## src/sv/sti_pkg.sv

```systemverilog
// ----------------------------------------------------------------------------
// sti_pkg
// Shared types and constants for the sorted table insert/search unit.
// ----------------------------------------------------------------------------
`default_nettype none

package sti_pkg;

    localparam int CAPACITY   = 8;
    localparam int IDX_W      = $clog2(CAPACITY);
    localparam int CNT_W      = $clog2(CAPACITY + 1);
    localparam int VALUE_W    = 32;
    localparam int STATUS_W   = 3;
    localparam int POSITION_W = 3;
    localparam int TOTAL_W    = 4;

    typedef logic [IDX_W-1:0]      t_idx;
    typedef logic [CNT_W-1:0]      t_cnt;
    typedef logic [CNT_W:0]        t_sum;
    typedef logic [STATUS_W-1:0]   t_status;
    typedef logic [POSITION_W-1:0] t_position;
    typedef logic [TOTAL_W-1:0]    t_total;
    typedef logic [1:0]            t_cmd;

    localparam t_cmd CMD_INSERT = 2'd0;
    localparam t_cmd CMD_SEARCH = 2'd1;
    localparam t_cmd CMD_CLEAR  = 2'd2;

    localparam t_status ST_INSERTED = 3'd0;
    localparam t_status ST_FULL     = 3'd1;
    localparam t_status ST_FOUND    = 3'd2;
    localparam t_status ST_NOTFOUND = 3'd3;
    localparam t_status ST_CLEARED  = 3'd4;

    typedef struct packed {
        t_cmd                       cmd;
        logic signed [VALUE_W-1:0]  value;
    } t_in;

    typedef struct packed {
        t_status   status;
        t_position position;
        t_total    entry_total;
    } t_out;

    // Finish event from the sequencer to the result register.
    typedef struct packed {
        logic valid;
        t_out res;
    } t_fin;

endpackage

`default_nettype wire

```

## src/sv/sti_ram.sv

```systemverilog
// ----------------------------------------------------------------------------
// sti_ram
// Simple dual-port RAM: one write port, one read port, registered read data.
// ----------------------------------------------------------------------------
`default_nettype none

module sti_ram #(
    parameter int DEPTH = 8,
    parameter int WIDTH = 32
) (
    input  wire logic                     i_clk,
    input  wire logic                     i_we,
    input  wire logic [$clog2(DEPTH)-1:0] i_waddr,
    input  wire logic [WIDTH-1:0]         i_wdata,
    input  wire logic                     i_re,
    input  wire logic [$clog2(DEPTH)-1:0] i_raddr,
    output logic      [WIDTH-1:0]         o_rdata
);

    logic [WIDTH-1:0] r_mem [DEPTH];

    always_ff @(posedge i_clk) begin
        if (i_we) begin
            r_mem[i_waddr] <= i_wdata;
        end
    end

    always_ff @(posedge i_clk) begin
        if (i_re) begin
            o_rdata <= r_mem[i_raddr];
        end
    end

endmodule

`default_nettype wire

```

## src/sv/sti_ctrl.sv

```systemverilog
// ----------------------------------------------------------------------------
// sti_ctrl
// Command sequencer: insertion shift loop, binary search loop, entry count.
// ----------------------------------------------------------------------------
`default_nettype none

module sti_ctrl (
    input  wire logic                               i_clk,
    input  wire logic                               i_rst_n,
    input  wire logic                               i_start,
    input  wire sti_pkg::t_in                       i_item,
    output logic                                    o_busy,
    output sti_pkg::t_fin                           o_fin,
    output logic                                    o_we,
    output sti_pkg::t_idx                           o_waddr,
    output logic signed [sti_pkg::VALUE_W-1:0]      o_wdata,
    output logic                                    o_re,
    output sti_pkg::t_idx                           o_raddr,
    input  wire logic signed [sti_pkg::VALUE_W-1:0] i_rdata
);

    typedef enum logic [4:0] {
        S_IDLE     = 5'b00001,
        S_INS_CHK  = 5'b00010,
        S_INS_PUT  = 5'b00100,
        S_SRCH_RD  = 5'b01000,
        S_SRCH_CHK = 5'b10000
    } t_state;

    t_state                              r_state, n_state;
    sti_pkg::t_cnt                       r_count, n_count;
    sti_pkg::t_idx                       r_pos,   n_pos;
    sti_pkg::t_idx                       r_mid,   n_mid;
    sti_pkg::t_cnt                       r_low,   n_low;
    sti_pkg::t_cnt                       r_hi,    n_hi;
    logic signed [sti_pkg::VALUE_W-1:0]  r_value, n_value;
    sti_pkg::t_sum                       mid_sum;

    // floor((low + high) / 2) with high = hi - 1; hi > low when used
    assign mid_sum = sti_pkg::t_sum'(r_low) + sti_pkg::t_sum'(r_hi) - sti_pkg::t_sum'(1);
    assign o_busy  = (r_state != S_IDLE);

    always_comb begin
        n_state = r_state;
        n_count = r_count;
        n_pos   = r_pos;
        n_mid   = r_mid;
        n_low   = r_low;
        n_hi    = r_hi;
        n_value = r_value;
        o_we    = 1'b0;
        o_waddr = r_pos;
        o_wdata = r_value;
        o_re    = 1'b0;
        o_raddr = r_pos;
        o_fin   = '0;

        unique case (r_state)
            S_IDLE: begin
                if (i_start) begin
                    n_value = i_item.value;
                    unique case (i_item.cmd)
                        sti_pkg::CMD_INSERT: begin
                            if (r_count == sti_pkg::t_cnt'(sti_pkg::CAPACITY)) begin
                                o_fin.valid      = 1'b1;
                                o_fin.res.status = sti_pkg::ST_FULL;
                            end else if (r_count == '0) begin
                                o_we             = 1'b1;
                                o_waddr          = '0;
                                o_wdata          = i_item.value;
                                n_count          = sti_pkg::t_cnt'(1);
                                o_fin.valid      = 1'b1;
                                o_fin.res.status = sti_pkg::ST_INSERTED;
                            end else begin
                                n_pos   = sti_pkg::t_idx'(r_count);
                                o_re    = 1'b1;
                                o_raddr = sti_pkg::t_idx'(r_count - sti_pkg::t_cnt'(1));
                                n_state = S_INS_CHK;
                            end
                        end
                        sti_pkg::CMD_SEARCH: begin
                            if (r_count == '0) begin
                                o_fin.valid      = 1'b1;
                                o_fin.res.status = sti_pkg::ST_NOTFOUND;
                            end else begin
                                n_low   = '0;
                                n_hi    = r_count;
                                n_state = S_SRCH_RD;
                            end
                        end
                        sti_pkg::CMD_CLEAR: begin
                            n_count          = '0;
                            o_fin.valid      = 1'b1;
                            o_fin.res.status = sti_pkg::ST_CLEARED;
                        end
                        default: begin
                            o_fin.valid      = 1'b1;
                            o_fin.res.status = sti_pkg::ST_NOTFOUND;
                        end
                    endcase
                end
            end
            S_INS_CHK: begin
                // i_rdata holds the entry just below r_pos
                o_we    = 1'b1;
                o_waddr = r_pos;
                if (i_rdata > r_value) begin
                    o_wdata = i_rdata;
                    n_pos   = r_pos - sti_pkg::t_idx'(1);
                    if (r_pos == sti_pkg::t_idx'(1)) begin
                        n_state = S_INS_PUT;
                    end else begin
                        o_re    = 1'b1;
                        o_raddr = r_pos - sti_pkg::t_idx'(2);
                    end
                end else begin
                    o_wdata            = r_value;
                    n_count            = r_count + sti_pkg::t_cnt'(1);
                    o_fin.valid        = 1'b1;
                    o_fin.res.status   = sti_pkg::ST_INSERTED;
                    o_fin.res.position = sti_pkg::t_position'(r_pos);
                    n_state            = S_IDLE;
                end
            end
            S_INS_PUT: begin
                o_we             = 1'b1;
                o_waddr          = '0;
                o_wdata          = r_value;
                n_count          = r_count + sti_pkg::t_cnt'(1);
                o_fin.valid      = 1'b1;
                o_fin.res.status = sti_pkg::ST_INSERTED;
                n_state          = S_IDLE;
            end
            S_SRCH_RD: begin
                if (r_low < r_hi) begin
                    n_mid   = sti_pkg::t_idx'(mid_sum >> 1);
                    o_re    = 1'b1;
                    o_raddr = sti_pkg::t_idx'(mid_sum >> 1);
                    n_state = S_SRCH_CHK;
                end else begin
                    o_fin.valid      = 1'b1;
                    o_fin.res.status = sti_pkg::ST_NOTFOUND;
                    n_state          = S_IDLE;
                end
            end
            S_SRCH_CHK: begin
                if (i_rdata == r_value) begin
                    o_fin.valid        = 1'b1;
                    o_fin.res.status   = sti_pkg::ST_FOUND;
                    o_fin.res.position = sti_pkg::t_position'(r_mid);
                    n_state            = S_IDLE;
                end else begin
                    if (r_value < i_rdata) begin
                        n_hi = sti_pkg::t_cnt'(r_mid);
                    end else begin
                        n_low = sti_pkg::t_cnt'(r_mid) + sti_pkg::t_cnt'(1);
                    end
                    n_state = S_SRCH_RD;
                end
            end
            default: begin
                n_state = S_IDLE;
            end
        endcase

        o_fin.res.entry_total = sti_pkg::t_total'(n_count);
    end

    always_ff @(posedge i_clk) begin
        if (!i_rst_n) begin
            r_state <= S_IDLE;
            r_count <= '0;
        end else begin
            r_state <= n_state;
            r_count <= n_count;
        end
    end

    always_ff @(posedge i_clk) begin
        r_pos   <= n_pos;
        r_mid   <= n_mid;
        r_low   <= n_low;
        r_hi    <= n_hi;
        r_value <= n_value;
    end

endmodule

`default_nettype wire

```

## src/sv/sorted_table_insert_search_unit.sv

```systemverilog
// ----------------------------------------------------------------------------
// sorted_table_insert_search_unit
// Sorted table of signed 32-bit values with insert, binary search and clear.
// ----------------------------------------------------------------------------
// A command beat is taken on a clock edge with start high and busy low; the
// answer shows on o_result for exactly one cycle with o_done high, and the
// receiver cannot stall it. Clear, an insert into an empty or full table, a
// search of an empty table and the unused command finish in the accept cycle
// (o_done on the next cycle, busy never rises). An insert that moves larger
// entries up holds busy while the shift loop reads one entry and writes one
// entry per cycle through the table RAM's two ports, then writes the new
// value. Each search probe issues the address, then checks the registered
// RAM data; a miss ends on a final bound test. A new command may be given
// in the same cycle as o_done.
// ----------------------------------------------------------------------------
`default_nettype none

module sorted_table_insert_search_unit (
    input  wire logic          i_clk,
    input  wire logic          i_rst_n,
    input  wire logic          start,
    input  wire sti_pkg::t_in  i_item,
    output logic               busy,
    output logic               o_done,
    output sti_pkg::t_out      o_result
);

    sti_pkg::t_fin                      fin;
    logic                               ram_we;
    sti_pkg::t_idx                      ram_waddr;
    logic signed [sti_pkg::VALUE_W-1:0] ram_wdata;
    logic                               ram_re;
    sti_pkg::t_idx                      ram_raddr;
    logic        [sti_pkg::VALUE_W-1:0] ram_rdata;

    logic          r_done;
    sti_pkg::t_out r_result;

    // Sequencer: decodes the command and walks the table through the RAM
    sti_ctrl u_ctrl (
        .i_clk   (i_clk),
        .i_rst_n (i_rst_n),
        .i_start (start),
        .i_item  (i_item),
        .o_busy  (busy),
        .o_fin   (fin),
        .o_we    (ram_we),
        .o_waddr (ram_waddr),
        .o_wdata (ram_wdata),
        .o_re    (ram_re),
        .o_raddr (ram_raddr),
        .i_rdata ($signed(ram_rdata))
    );

    // Table contents, kept in ascending order; only entries below the count
    // are ever read, so no clearing is needed.
    sti_ram #(
        .DEPTH (sti_pkg::CAPACITY),
        .WIDTH (sti_pkg::VALUE_W)
    ) u_ram (
        .i_clk   (i_clk),
        .i_we    (ram_we),
        .i_waddr (ram_waddr),
        .i_wdata (ram_wdata),
        .i_re    (ram_re),
        .i_raddr (ram_raddr),
        .o_rdata (ram_rdata)
    );

    // Result register: one-cycle strobe, payload held until the next beat
    always_ff @(posedge i_clk) begin
        if (!i_rst_n) begin
            r_done <= 1'b0;
        end else begin
            r_done <= fin.valid;
        end
    end

    always_ff @(posedge i_clk) begin
        if (fin.valid) begin
            r_result <= fin.res;
        end
    end

    assign o_done   = r_done;
    assign o_result = r_result;

endmodule

`default_nettype wire

```

## config.mk

```make
export PLATFORM = sky130hd
export DESIGN_NAME = sorted_table_insert_search_unit
export DESIGN_NICKNAME = d
export VERILOG_FILES = /design/src/sv/sti_pkg.sv /design/src/sv/sti_ram.sv /design/src/sv/sti_ctrl.sv /design/src/sv/sorted_table_insert_search_unit.sv
export SDC_FILE = /design/constraint.sdc
export NUM_CORES = 1
export LEC_CHECK = 0
export ABC_AREA = 1
export BUFFER_PORTS_ARGS = -buffer_cell sky130_fd_sc_hd__buf_2
export CAP_MARGIN = 10
export CORE_MARGIN = 2
export CORE_UTILIZATION = 30
export CTS_BUF_LIST = sky130_fd_sc_hd__clkbuf_16
export DETAILED_ROUTE_END_ITERATION = 16
export GPL_TIMING_DRIVEN = 0
export PLACE_DENSITY_LB_ADDON = 0.08
export SYNTH_ARGS = -nofsm -noshare
export SYNTH_HDL_FRONTEND = slang
export SYNTH_SLANG_ARGS = --single-unit
```

## constraint.sdc

```tcl
create_clock -name i_clk -period 3.83 [get_ports i_clk]
set_input_delay 0.383 -clock i_clk [delete_from_list [all_inputs] [get_ports i_clk]]
set_output_delay 0.383 -clock i_clk [all_outputs]
set_load 0.01 [all_outputs]
```

## Word level (Yosys, flattened, before mapping)

Memories as Yosys holds them, arrays and structs flattened. A register that Yosys moved wholly into a read port is not among the register bits.
Index checks and enable logic that the tools add are counted.

| storage, ports and cells | value |
|---|---|
| register bits after elaboration | 66 |
| bits in latches | 0 |
| bits in writable memories | 256 |
| memory bits (read-only) | 0 |
| bits of input ports | 37 |
| memories | 1 |

| cells by class | value |
|---|---|
| $add $sub $neg | 7 |
| multipliers | 0 |
| divide/modulo/power cells | 0 |
| $lt $le $gt $ge | 3 |
| equality and inequality tests | 25 |
| shift-type cells | 0 |
| muxes and demuxes | 78 |
| bitwise gates (word level) | 0 |
| reductions and logical operators | 11 |

Memory list:

| memory | depth | width | rd ports | clocked after memory_dff | write ports | RTL line | text |
|---|---|---|---|---|---|---|---|
| u_ram.r_mem | 8 | 32 | 1 | 1 | 1 | sti_ram.sv:20 | `logic [WIDTH-1:0] r_mem [DEPTH];` |

Operator list:

| kind | count |
|---|---|
| 32-bit 2-to-1 mux | 5 |
| 4-bit 2-to-1 mux | 20 |
| 32-bit one-hot mux with 2 select lines | 1 |
| 3-bit 2-to-1 mux | 16 |
| 5-bit 2-to-1 mux | 7 |
| 32-bit == test | 1 |
| 32-bit > comparator | 1 |
| 32-bit less-than comparator | 1 |
| 4-bit one-hot mux with 2 select lines | 3 |
| 4-bit one-hot mux with 3 select lines | 2 |
| 6-bit AND reduction | 4 |
| 4-bit one-hot mux with 5 select lines | 1 |
| 5-bit one-hot mux with 4 select lines | 1 |
| 3-bit one-hot mux with 2 select lines | 3 |
| 3-bit inequality test, second input constant | 5 |
| 7-bit 2-to-1 mux | 2 |
| 2-bit inequality test, second input constant | 7 |
| 1-bit 2-to-1 mux | 13 |
| 5-bit one-hot mux with 2 select lines | 1 |
| 3-bit one-hot mux with 3 select lines | 1 |
| 3-bit by 1-bit subtractor with 3-bit output, second input constant | 2 |
| 5-bit by 1-bit == test with 1-bit output, second input constant | 1 |
| 5-bit by 2-bit == test with 1-bit output, second input constant | 1 |
| 5-bit by 3-bit == test with 1-bit output, second input constant | 1 |
| other kinds (21) | 24 |

## Depth between registers and ports, before layout

Gate-level depths: netlist (run 1).

| logic depth | value |
|---|---|
| word-level depth | 8 |
| depth in mapped cells | 22 |
| depth with buffers taken out | 21 |

## Modules after synthesis

Synthesis (run 1) repeated with hierarchy kept, for this count alone.

| second synthesis, totals | value |
|---|---|
| cells, all modules | 1827 |
| area, all modules | 17241.5 um^2 |

By module, submodules not included:

| module | times used | cells each | area an instance (um^2) | seq. area each (um^2) |
|---|---|---|---|---|
| sti_ram | 1 | 1156 | 12192.9 | 8648.3 |
| sti_ctrl | 1 | 658 | 4720.8 | 1561.5 |
| sorted_table_insert_search_unit | 1 | 13 | 327.8 | 320.3 |

## Worst setup path before layout (run 1)

Ideal clock, no wire load.

| path | value |
|---|---|
| path kind | register to register |
| from | reg u_ctrl.r_count[0] |
| to | mem u_ram.r_mem[6][0], enable pin |
| library setup time | 0.461 ns |
| arrival | 3.653 ns |
| required time | 3.369 ns |
| slack | -0.284 ns |
| cell stages (with the launch flop) | 11 |
| period minus slack after synthesis | 4.114 ns |
| cell sequence | dfxtp_1 > inv_1 > ha_1 > nand2_1 > nor2_1 > inv_1 > o21ai_0 > nand2_1 > inv_1 > o22ai_1 > nor3_1 |

| on the way | value |
|---|---|
| longest elaborated chain between the ends | 8 |
| elaborated cells between the ends (all ways) | 14 |
| those cells by class | eq/ne: 1; mux: 12; reduce/logical: 1 |

RTL lines:

| element | RTL line | text |
|---|---|---|
| from (decl) | sti_ctrl.sv:31 | `sti_pkg::t_cnt r_count, n_count;` |
| from (signal assigned) | sti_ctrl.sv:175 | `r_count <= n_count;` |
| 4-bit zero test | sti_ctrl.sv:67 | `end else if (r_count == '0) begin` |
| 1-bit 2-to-1 mux | sti_ctrl.sv:67 |  |
| 1-bit 2-to-1 mux | sti_ctrl.sv:64 | `if (r_count == sti_pkg::t_cnt'(sti_pkg::CAPACITY)) begin` |
| 1-bit 2-to-1 mux | sti_ctrl.sv:62 | `unique case (i_item.cmd)` |
| 1-bit 2-to-1 mux | sti_ctrl.sv:60 | `if (i_start) begin` |
| 1-bit one-hot mux with 2 select lines | sti_ctrl.sv:58 | `unique case (r_state)` |
| 1-bit 2-to-1 mux | sti_ram.sv:23 | `if (i_we) begin` |
| 1-bit 2-to-1 mux (not written as such) | sti_ram.sv:24 | `r_mem[i_waddr] <= i_wdata;` |
| to (decl) | sti_ram.sv:20 |  |

Several ways; a longest one is shown, not always the timed one.

## Worst setup path after layout (run 1)

| path | value |
|---|---|
| from | reg u_ctrl.r_value[31] in the netlist's numbering |
| to | reg u_ram.o_rdata[12], read port of u_ram.r_mem (data pin) |

| on the way | value |
|---|---|
| longest elaborated chain between the ends | 3 |
| elaborated cells between the ends (all ways) | 5 |
| those cells by class | order compare: 1; mux: 4 |

RTL lines:

| element | RTL line | text |
|---|---|---|
| from (decl) | sti_ctrl.sv:36 | `logic signed [sti_pkg::VALUE_W-1:0] r_value, n_value;` |
| from (signal assigned) | sti_ctrl.sv:184 | `r_value <= n_value;` |
| 32-bit > comparator * | sti_ctrl.sv:107 | `if (i_rdata > r_value) begin` |
| 3-bit 2-to-1 mux or 1-bit 2-to-1 mux (tied branches) | sti_ctrl.sv:107 |  |
| 3-bit one-hot mux with 3 select lines or 1-bit one-hot mux with 3 select lines (tied branches) | sti_ctrl.sv:58 |  |
| to (decl) | sti_ram.sv:17 | `output logic [WIDTH-1:0] o_rdata` |

Every way passes the cells marked *; elsewhere a longest branch is shown, timed or not.
A chain may end at the register's enable or synchronous reset.

==> flow_metrics.env, run 1 <==
export IMPL_rows=85
export IMPL_rsz0062_at_grt="false"
export IMPL_portBuffers=48
export IMPL_synth_seq_cells=354
export IMPL_ir_worst_vdd_uv=415
export IMPL_drt_first_pass_iters=5
export IMPL_postSynthNetCount=1639
export IMPL_seq_area_mm2=0.0105
export IMPL_multi_input_area_mm2=0.00511
export IMPL_start_util=0.304
export IMPL_die_area_mm2=0.0565
export IMPL_combPwrFrac=0.455
export IMPL_synth_cell_types=40
export IMPL_worst_slew_pin_slew_ps=1230
export IMPL_cts_clk_slew_worst_paths_ps=60
export IMPL_placed_area_mm2=0.0179
export IMPL_fmax_mhz=273
export IMPL_clockBufferDepth=3
export IMPL_synth_edf_count=344
export IMPL_coreArea_mm2=0.0539
export IMPL_setup_viol=0
export IMPL_outcome="complete, no violations"
export IMPL_syn_avg_cell_area_um2=10.5
export IMPL_io_pins=49
export IMPL_power_net_switching_mw=7.45
export IMPL_vias=11585
export IMPL_endpoint_kind="register"
export IMPL_syn_area_mm2=0.0164
export IMPL_antennaDiodeCount=0
export IMPL_grt_remaining_overflow=0
export IMPL_switching_share=0.427
export IMPL_clk_latency_ps=570
export IMPL_viasPerCell=4.76
export IMPL_routabilityCongestion=0.816
export IMPL_power_frac_seq=0.321
export IMPL_wirelength_um=54800
export IMPL_clock_sinks=354
export IMPL_period_needed_ps=3670
export IMPL_seq_area_frac_synth=0.642
export IMPL_syn_inst=1558
export IMPL_cts_made_buffers=43
export IMPL_crit_required_ps=4260
export IMPL_hp_class="in2reg"
export IMPL_stdcell_count=2432
export IMPL_hold_violations=0
export IMPL_clockRootBuffer="clkbuf_16"
export IMPL_grt_first_pass_wirelength_um=79300
export IMPL_p_leak_nw=8.08
export IMPL_drv_cap=0
export IMPL_clock_skew_ps=15.3
export IMPL_synthFlopType="edfxtp_1"
export IMPL_fin_util=0.368
export IMPL_p_per_area_mw_per_mm2=879
export IMPL_tritoncts="built"
export IMPL_worstSetupStartpointType="register"
export IMPL_fillers=5305
export IMPL_criticalPathCategory="reg2reg"
export IMPL_p_int_mw=10.0
export IMPL_avgRoutedWirePerCell_um=22.5
export IMPL_tns_ps=0
export IMPL_grt_antenna_before_repair=0
export IMPL_area_delta_synth_final_pct=21.2
export IMPL_clkPwrFrac=0.225
export IMPL_drcViolationCount=0
export IMPL_die_w_um=238
export IMPL_yosys_warnings=0
export IMPL_design_area_mm2=0.0199
export IMPL_drt_iter0_drc=819
export IMPL_h_tree_depth=2
export IMPL_max_slew_margin=0.179
export IMPL_drive_above_1_share=0.147
export IMPL_arrival_ps=4100
export IMPL_first_global_vias=11634
export IMPL_grt_max_degree=25
export IMPL_die_h_um=238
export IMPL_groute_usage_overall=0.196
export IMPL_path_max_fanout=10
export IMPL_fin_crit_sh=0.958
export IMPL_fin_nets=1784
export IMPL_dpl_hpwl_um=36200
export IMPL_dp_cells=2320
export IMPL_async_reset_ff_frac=0
export IMPL_drv_slew=0
export IMPL_ant_nets=0
cell usage after synthesis (24+ instances only):
master / number / area, um^2
nand3_1: 220 / 1100
edfxtp_1: 344 / 10300
buf_2: 28 / 140
a21oi_1: 27 / 135
inv_2: 24 / 90.1
ha_1: 43 / 538
o21ai_0: 40 / 200
clkbuf_1: 28 / 105
nand2_1: 417 / 1570
inv_1: 185 / 694
o21ai_1: 36 / 180
nor2_1: 42 / 158
worst paths after layout:
kind / to / cells after the start / slack (ps) / start
min reg2reg: u_ctrl.r_count[2] / 2 / 550 / u_ctrl.r_count[2]
max reg2reg: u_ram.o_rdata[12] / 14 / 160 / u_ctrl.r_value[31]
max: u_ram.o_rdata[12] / 14 / 160 / u_ctrl.r_value[31]
min: u_ctrl.r_value[31] / 1 / 30 / i_item[31]
placed cells by master, fill, tap and decap left out, types with 4 or more instances in the layout:
master	n
dfxtp_1	10
clkinv_2	11
xor2_1	4
nand2_1	416
nand4_1	8
o211ai_1	16
inv_1	192
mux2i_1	23
edfxtp_1	344
a21oi_1	26
buf_12	7
nor3_1	5
buf_2	75
clkbuf_16	44
nor2_4	8
buf_6	12
clkbuf_1	25
a41oi_4	11
buf_4	27
ha_1	43
dlygate4sd3_1	14
o22ai_1	4
clkinv_1	8
o21ai_0	40
o21ai_1	36
inv_2	25
o2111ai_4	4
nor2_1	35
nand3_1	219
state kept, by name (all words and copies together), names as in the netlist, 4 cells and up:
register	count
u_ctrl.r_count	4
o_result	10
u_ctrl.r_value	32
u_ctrl.r_state	5
u_ctrl.r_low	4
u_ram.r_mem	256
u_ctrl.r_hi	4
u_ram.o_rdata	32
through the flow:
step / worst slack [ps] / power [mW] / hold slack, ps
2_1_floorplan: -284 / 10.1 / 470
3_3_place_gp: -3830 / 13.2 / 539
3_5_place_dp: -1060 / 13.2 / 544
4_1_cts: 43.1 / 17.5 / 1.32
5_1_grt: 11.6 / 18.6 / 12.5
6_report: 162 / 17.5 / 25.8
power by group through the flow:
stage	clock network [mW]	registers (mW)	logic [mW]
finish	3.92	5.60	7.94
global route	4.17	5.64	8.77
CTS	4.03	5.60	7.85
detailed placement	0	5.70	7.53
global placement	0	5.73	7.43
floorplan	0	5.68	4.45
worst max-delay path, cell delays in order (launching register included):
cell	delay (ps)
edfxtp_1	420
ha_1	350
a21oi_1	220
o21a_1	200
nand2_1	90
a21oi_1	280
nand2_1	140
nand2_1	180
nand2_4	180
nand2_1	100
nand3_1	100
a21oi_2	420
buf_2	530
nand3_1	210
nand2_1	110
timing repair:
| action | in CTS | in global routing |
|---|---|---|
| gates resized for setup | 29 | 19 |
| setup endpoints to repair | 313 | 235 |
| setup buffers | 17 | 2 |
| pin swaps | 15 | 1 |
| hold endpoints to repair | 14 | 0 |
| hold buffers | 14 | 0 |
per-layer routing:
layer / share of wire / global-route usage
met2: 0.48 / 0.333
met1: 0.45 / 0.258
met4: 0.026 / 0.0661
met5: 0 / 0
met3: 0.041 / 0.0254
cells by family after synthesis:
kind of cell	Yosys count	share of synthesized area
AOI/OAI and AO/OA	144	0.0511
xor gates and xnor gates	7	0.00374
adders and majority gates	44	0.0340
buffers and inverters	277	0.0697
DFF	354	0.642
muxes	23	0.0140
and+or+nand+nor	709	0.185
layout make-up:
type | count | share of cell area
multi-input combinational | 927 | 0.257
timing repair buffer | 100 | 0.0432
clock inverter | 34 | 0.0123
clock buffer | 44 | 0.0554
tap | 696 | 0.0438
inverter | 209 | 0.0395
buffer | 68 | 0.0186
sequential | 354 | 0.530
Power figures use the tool's default switching activity.
==> run 2, diff against run 1 <==
--- a/config.mk
+++ b/config.mk
@@ -8,7 +8,7 @@
 export ABC_AREA = 1
 export BUFFER_PORTS_ARGS = -buffer_cell sky130_fd_sc_hd__buf_2
 export CAP_MARGIN = 10
-export CORE_MARGIN = 2
+export CORE_MARGIN = 3
 export CORE_UTILIZATION = 30
 export CTS_BUF_LIST = sky130_fd_sc_hd__clkbuf_16
 export DETAILED_ROUTE_END_ITERATION = 16
==> run 2 against run 1 <==
Maximum frequency is 1.6% higher. Critical path depth is 3 lower. Clock skew is 15 ps higher. Sequential share of layout area is 0.23 points lower. First-iteration DRC count is 3.5% lower. Wire length is 0.76% lower. Hold slack better by 8.8 ps. Die area is 1.7% higher. Setup slack better by 59 ps. Cell count is 0.58% higher. Critical path type unchanged.
==> flow_metrics.env, run 2 (synthesis gave the netlist of run 1 again) <==
export IMPL_grt_remaining_overflow=0
export IMPL_r2r_end="u_ram.r_mem[7][13]"
export IMPL_layout_commonest_cell="nand2_1"
export IMPL_grt_first_pass_wirelength_um=78500
export IMPL_tritoncts="built"
export IMPL_largest_reg_flops=256
export IMPL_fin_crit_sh=0.942
export IMPL_h_tree_depth=2
export IMPL_io_pins=49
export IMPL_stdcell_count=2446
export IMPL_avgRoutedWirePerCell_um=22.2
export IMPL_p_per_area_mw_per_mm2=880
export IMPL_endpoint_kind="register"
export IMPL_clock_sinks=354
export IMPL_max_slew_margin=0.129
export IMPL_busiest_layer="met2"
export IMPL_portBuffers=48
export IMPL_fin_nets=1796
export IMPL_p_leak_nw=8.14
export IMPL_met1_usage=0.258
export IMPL_grt_antenna_before_repair=0
export IMPL_switching_share=0.424
export IMPL_viasPerCell=4.78
export IMPL_fillers=5393
export IMPL_clkPwrFrac=0.230
export IMPL_placed_area_mm2=0.0179
export IMPL_die_h_um=240
export IMPL_dpl_hpwl_um=36100
export IMPL_met2_usage=0.323
export IMPL_routabilityCongestion=0.794
export IMPL_dp_cells=2320
export IMPL_antennaDiodeCount=0
export IMPL_design_area_mm2=0.0200
export IMPL_ir_worst_vdd_uv=448
export IMPL_regMostFlops="u_ram.r_mem"
export IMPL_tns_ps=0
export IMPL_clock_skew_ps=30.3
export IMPL_crit_required_ps=4180
export IMPL_critPathCapture="u_ram.r_mem[7][13]"
export IMPL_globalRouteMet3Util=0.0304
export IMPL_r2r_slack_ps=220
export IMPL_p_int_mw=10.1
export IMPL_worstSetupStartpointType="register"
export IMPL_start_util=0.304
export IMPL_ant_nets=0
export IMPL_cpPeakStageDelay_ps=920
export IMPL_setup_viol=0
export IMPL_fmax_mhz=277
export IMPL_layout_common_cells="nand2_1, edfxtp_1, nand3_1"
export IMPL_power_net_switching_mw=7.44
export IMPL_outcome="complete, no violations"
export IMPL_worstSetupStartpoint="u_ctrl.r_count[0]"
export IMPL_hp_class="in2reg"
export IMPL_criticalPathCategory="reg2reg"
export IMPL_power_frac_seq=0.319
export IMPL_arrival_ps=3950
export IMPL_coreArea_mm2=0.0539
export IMPL_worst_slew_pin_slew_ps=1310
export IMPL_period_needed_ps=3610
export IMPL_clk_latency_ps=590
export IMPL_drive_above_1_share=0.148
export IMPL_area_delta_synth_final_pct=21.7
export IMPL_combPwrFrac=0.451
export IMPL_hold_start="i_item[21]"
export IMPL_die_area_mm2=0.0575
export IMPL_drt_first_pass_iters=5
export IMPL_crit_chain="inv_1 > ha_1 > nand2_1 > nor2_1 > inv_1 > nor2_1 > nand2_1 > inv_1 > clkbuf_1 > nand2_1 > a41oi_4"
export IMPL_hold_violations=0
export IMPL_drt_iter0_drc=790
export IMPL_cts_clk_slew_worst_paths_ps=60
export IMPL_reg2reg_depth=11
export IMPL_first_global_vias=11447
export IMPL_die_w_um=240
export IMPL_clockBufferDepth=3
export IMPL_crit_path_top_delay_cell="clkbuf_1"
export IMPL_cts_made_buffers=44
export IMPL_reg2reg_from="u_ctrl.r_count[0]"
export IMPL_wirelength_um=54400
export IMPL_groute_usage_overall=0.191
export IMPL_top_regs="u_ram.r_mem: 256 flops, u_ctrl.r_value: 32 flops, u_ram.o_rdata: 32 flops"
export IMPL_rsz0062_at_grt="false"
export IMPL_rows=85
export IMPL_grt_max_degree=26
export IMPL_path_max_fanout=10
export IMPL_drcViolationCount=0
export IMPL_drv_slew=0
export IMPL_drv_cap=0
export IMPL_clockRootBuffer="clkbuf_16"
export IMPL_vias=11688
==> run 2: changes by cell type in the layout (fill, tap and decap cells not counted), moves of 3 or more <==
cell	delta
a41oi_2	+5
a41oi_4	-5
buf_2	-5
buf_4	+3
clkbuf_4	+5
clkinv_1	+5
dlygate4sd3_1	+9
==> run 2: per-layer routing <==
metal / vias to the layer above / part of all wire
li1: 5650 / -
met2: 261 / 0.48
met5: - / 0
met1: 5702 / 0.46
met4: 0 / 0.019
met3: 75 / 0.046
==> run 2: worst min-delay path by stage <==
stage                                    end  slack, ps  cells after the start
after floorplan            u_ctrl.r_state[0]        470                      1
after global placement     u_ctrl.r_count[2]        540                      2
after detailed placement   u_ctrl.r_count[2]        540                      2
after CTS                 u_ctrl.r_value[23]          2                      1
after global routing      u_ctrl.r_value[23]         20                      1
final                     u_ctrl.r_value[21]         30                      1
==> run 2: power groups by stage <==
stage	sequential [mW]	combinational [mW]	clock [mW]
after global placement	5.73	7.43	0
final	5.60	7.92	4.04
after CTS	5.60	7.91	4.16
after floorplan	5.68	4.45	0
after global routing	5.64	8.75	4.30
after detailed placement	5.70	7.54	0
==> run 2: stage by stage <==
stage / setup slack (ps) / utilization / hold WS (ps) / total power, mW
finish: 220 / 0.370 / 34.6 / 17.6
CTS: 0.526 / 0.368 / 1.86 / 17.7
detailed placement: -1340 / 0.332 / 542 / 13.2
global route: 18.3 / 0.370 / 19.7 / 18.7
global placement: -3750 / 0.325 / 544 / 13.2
floorplan: -284 / - / 470 / 10.1
==> run 2: cell type report <==
cell class,instances,area [um^2],area share
Clock buffer,44,1100,0.0552
Tap cell,696,871,0.0436
Inverter,209,785,0.0393
Buffer,68,382,0.0191
Clock inverter,37,297,0.0149
Multi-Input combinational cell,927,5030,0.252
Sequential cell,354,10500,0.528
Timing Repair Buffer,111,955,0.0478
==> run 2: worst max-delay path: cells and delay by family (launching register included) <==
kind / cells / cell delay [ps]
flops: 1 / 390
simple gates: 5 / 820
compound gates: 1 / 460
fa+ha+maj: 1 / 240
buf+inv: 4 / 1440
==> run 2: timing repair <==
item	4_1_cts	5_1_grt
hold buffers	23	0
gates cloned	0	0
setup buffers	19	2
pin swaps	18	2
hold endpoints to repair	23	0
setup endpoints to repair	323	256
resized for setup	32	14
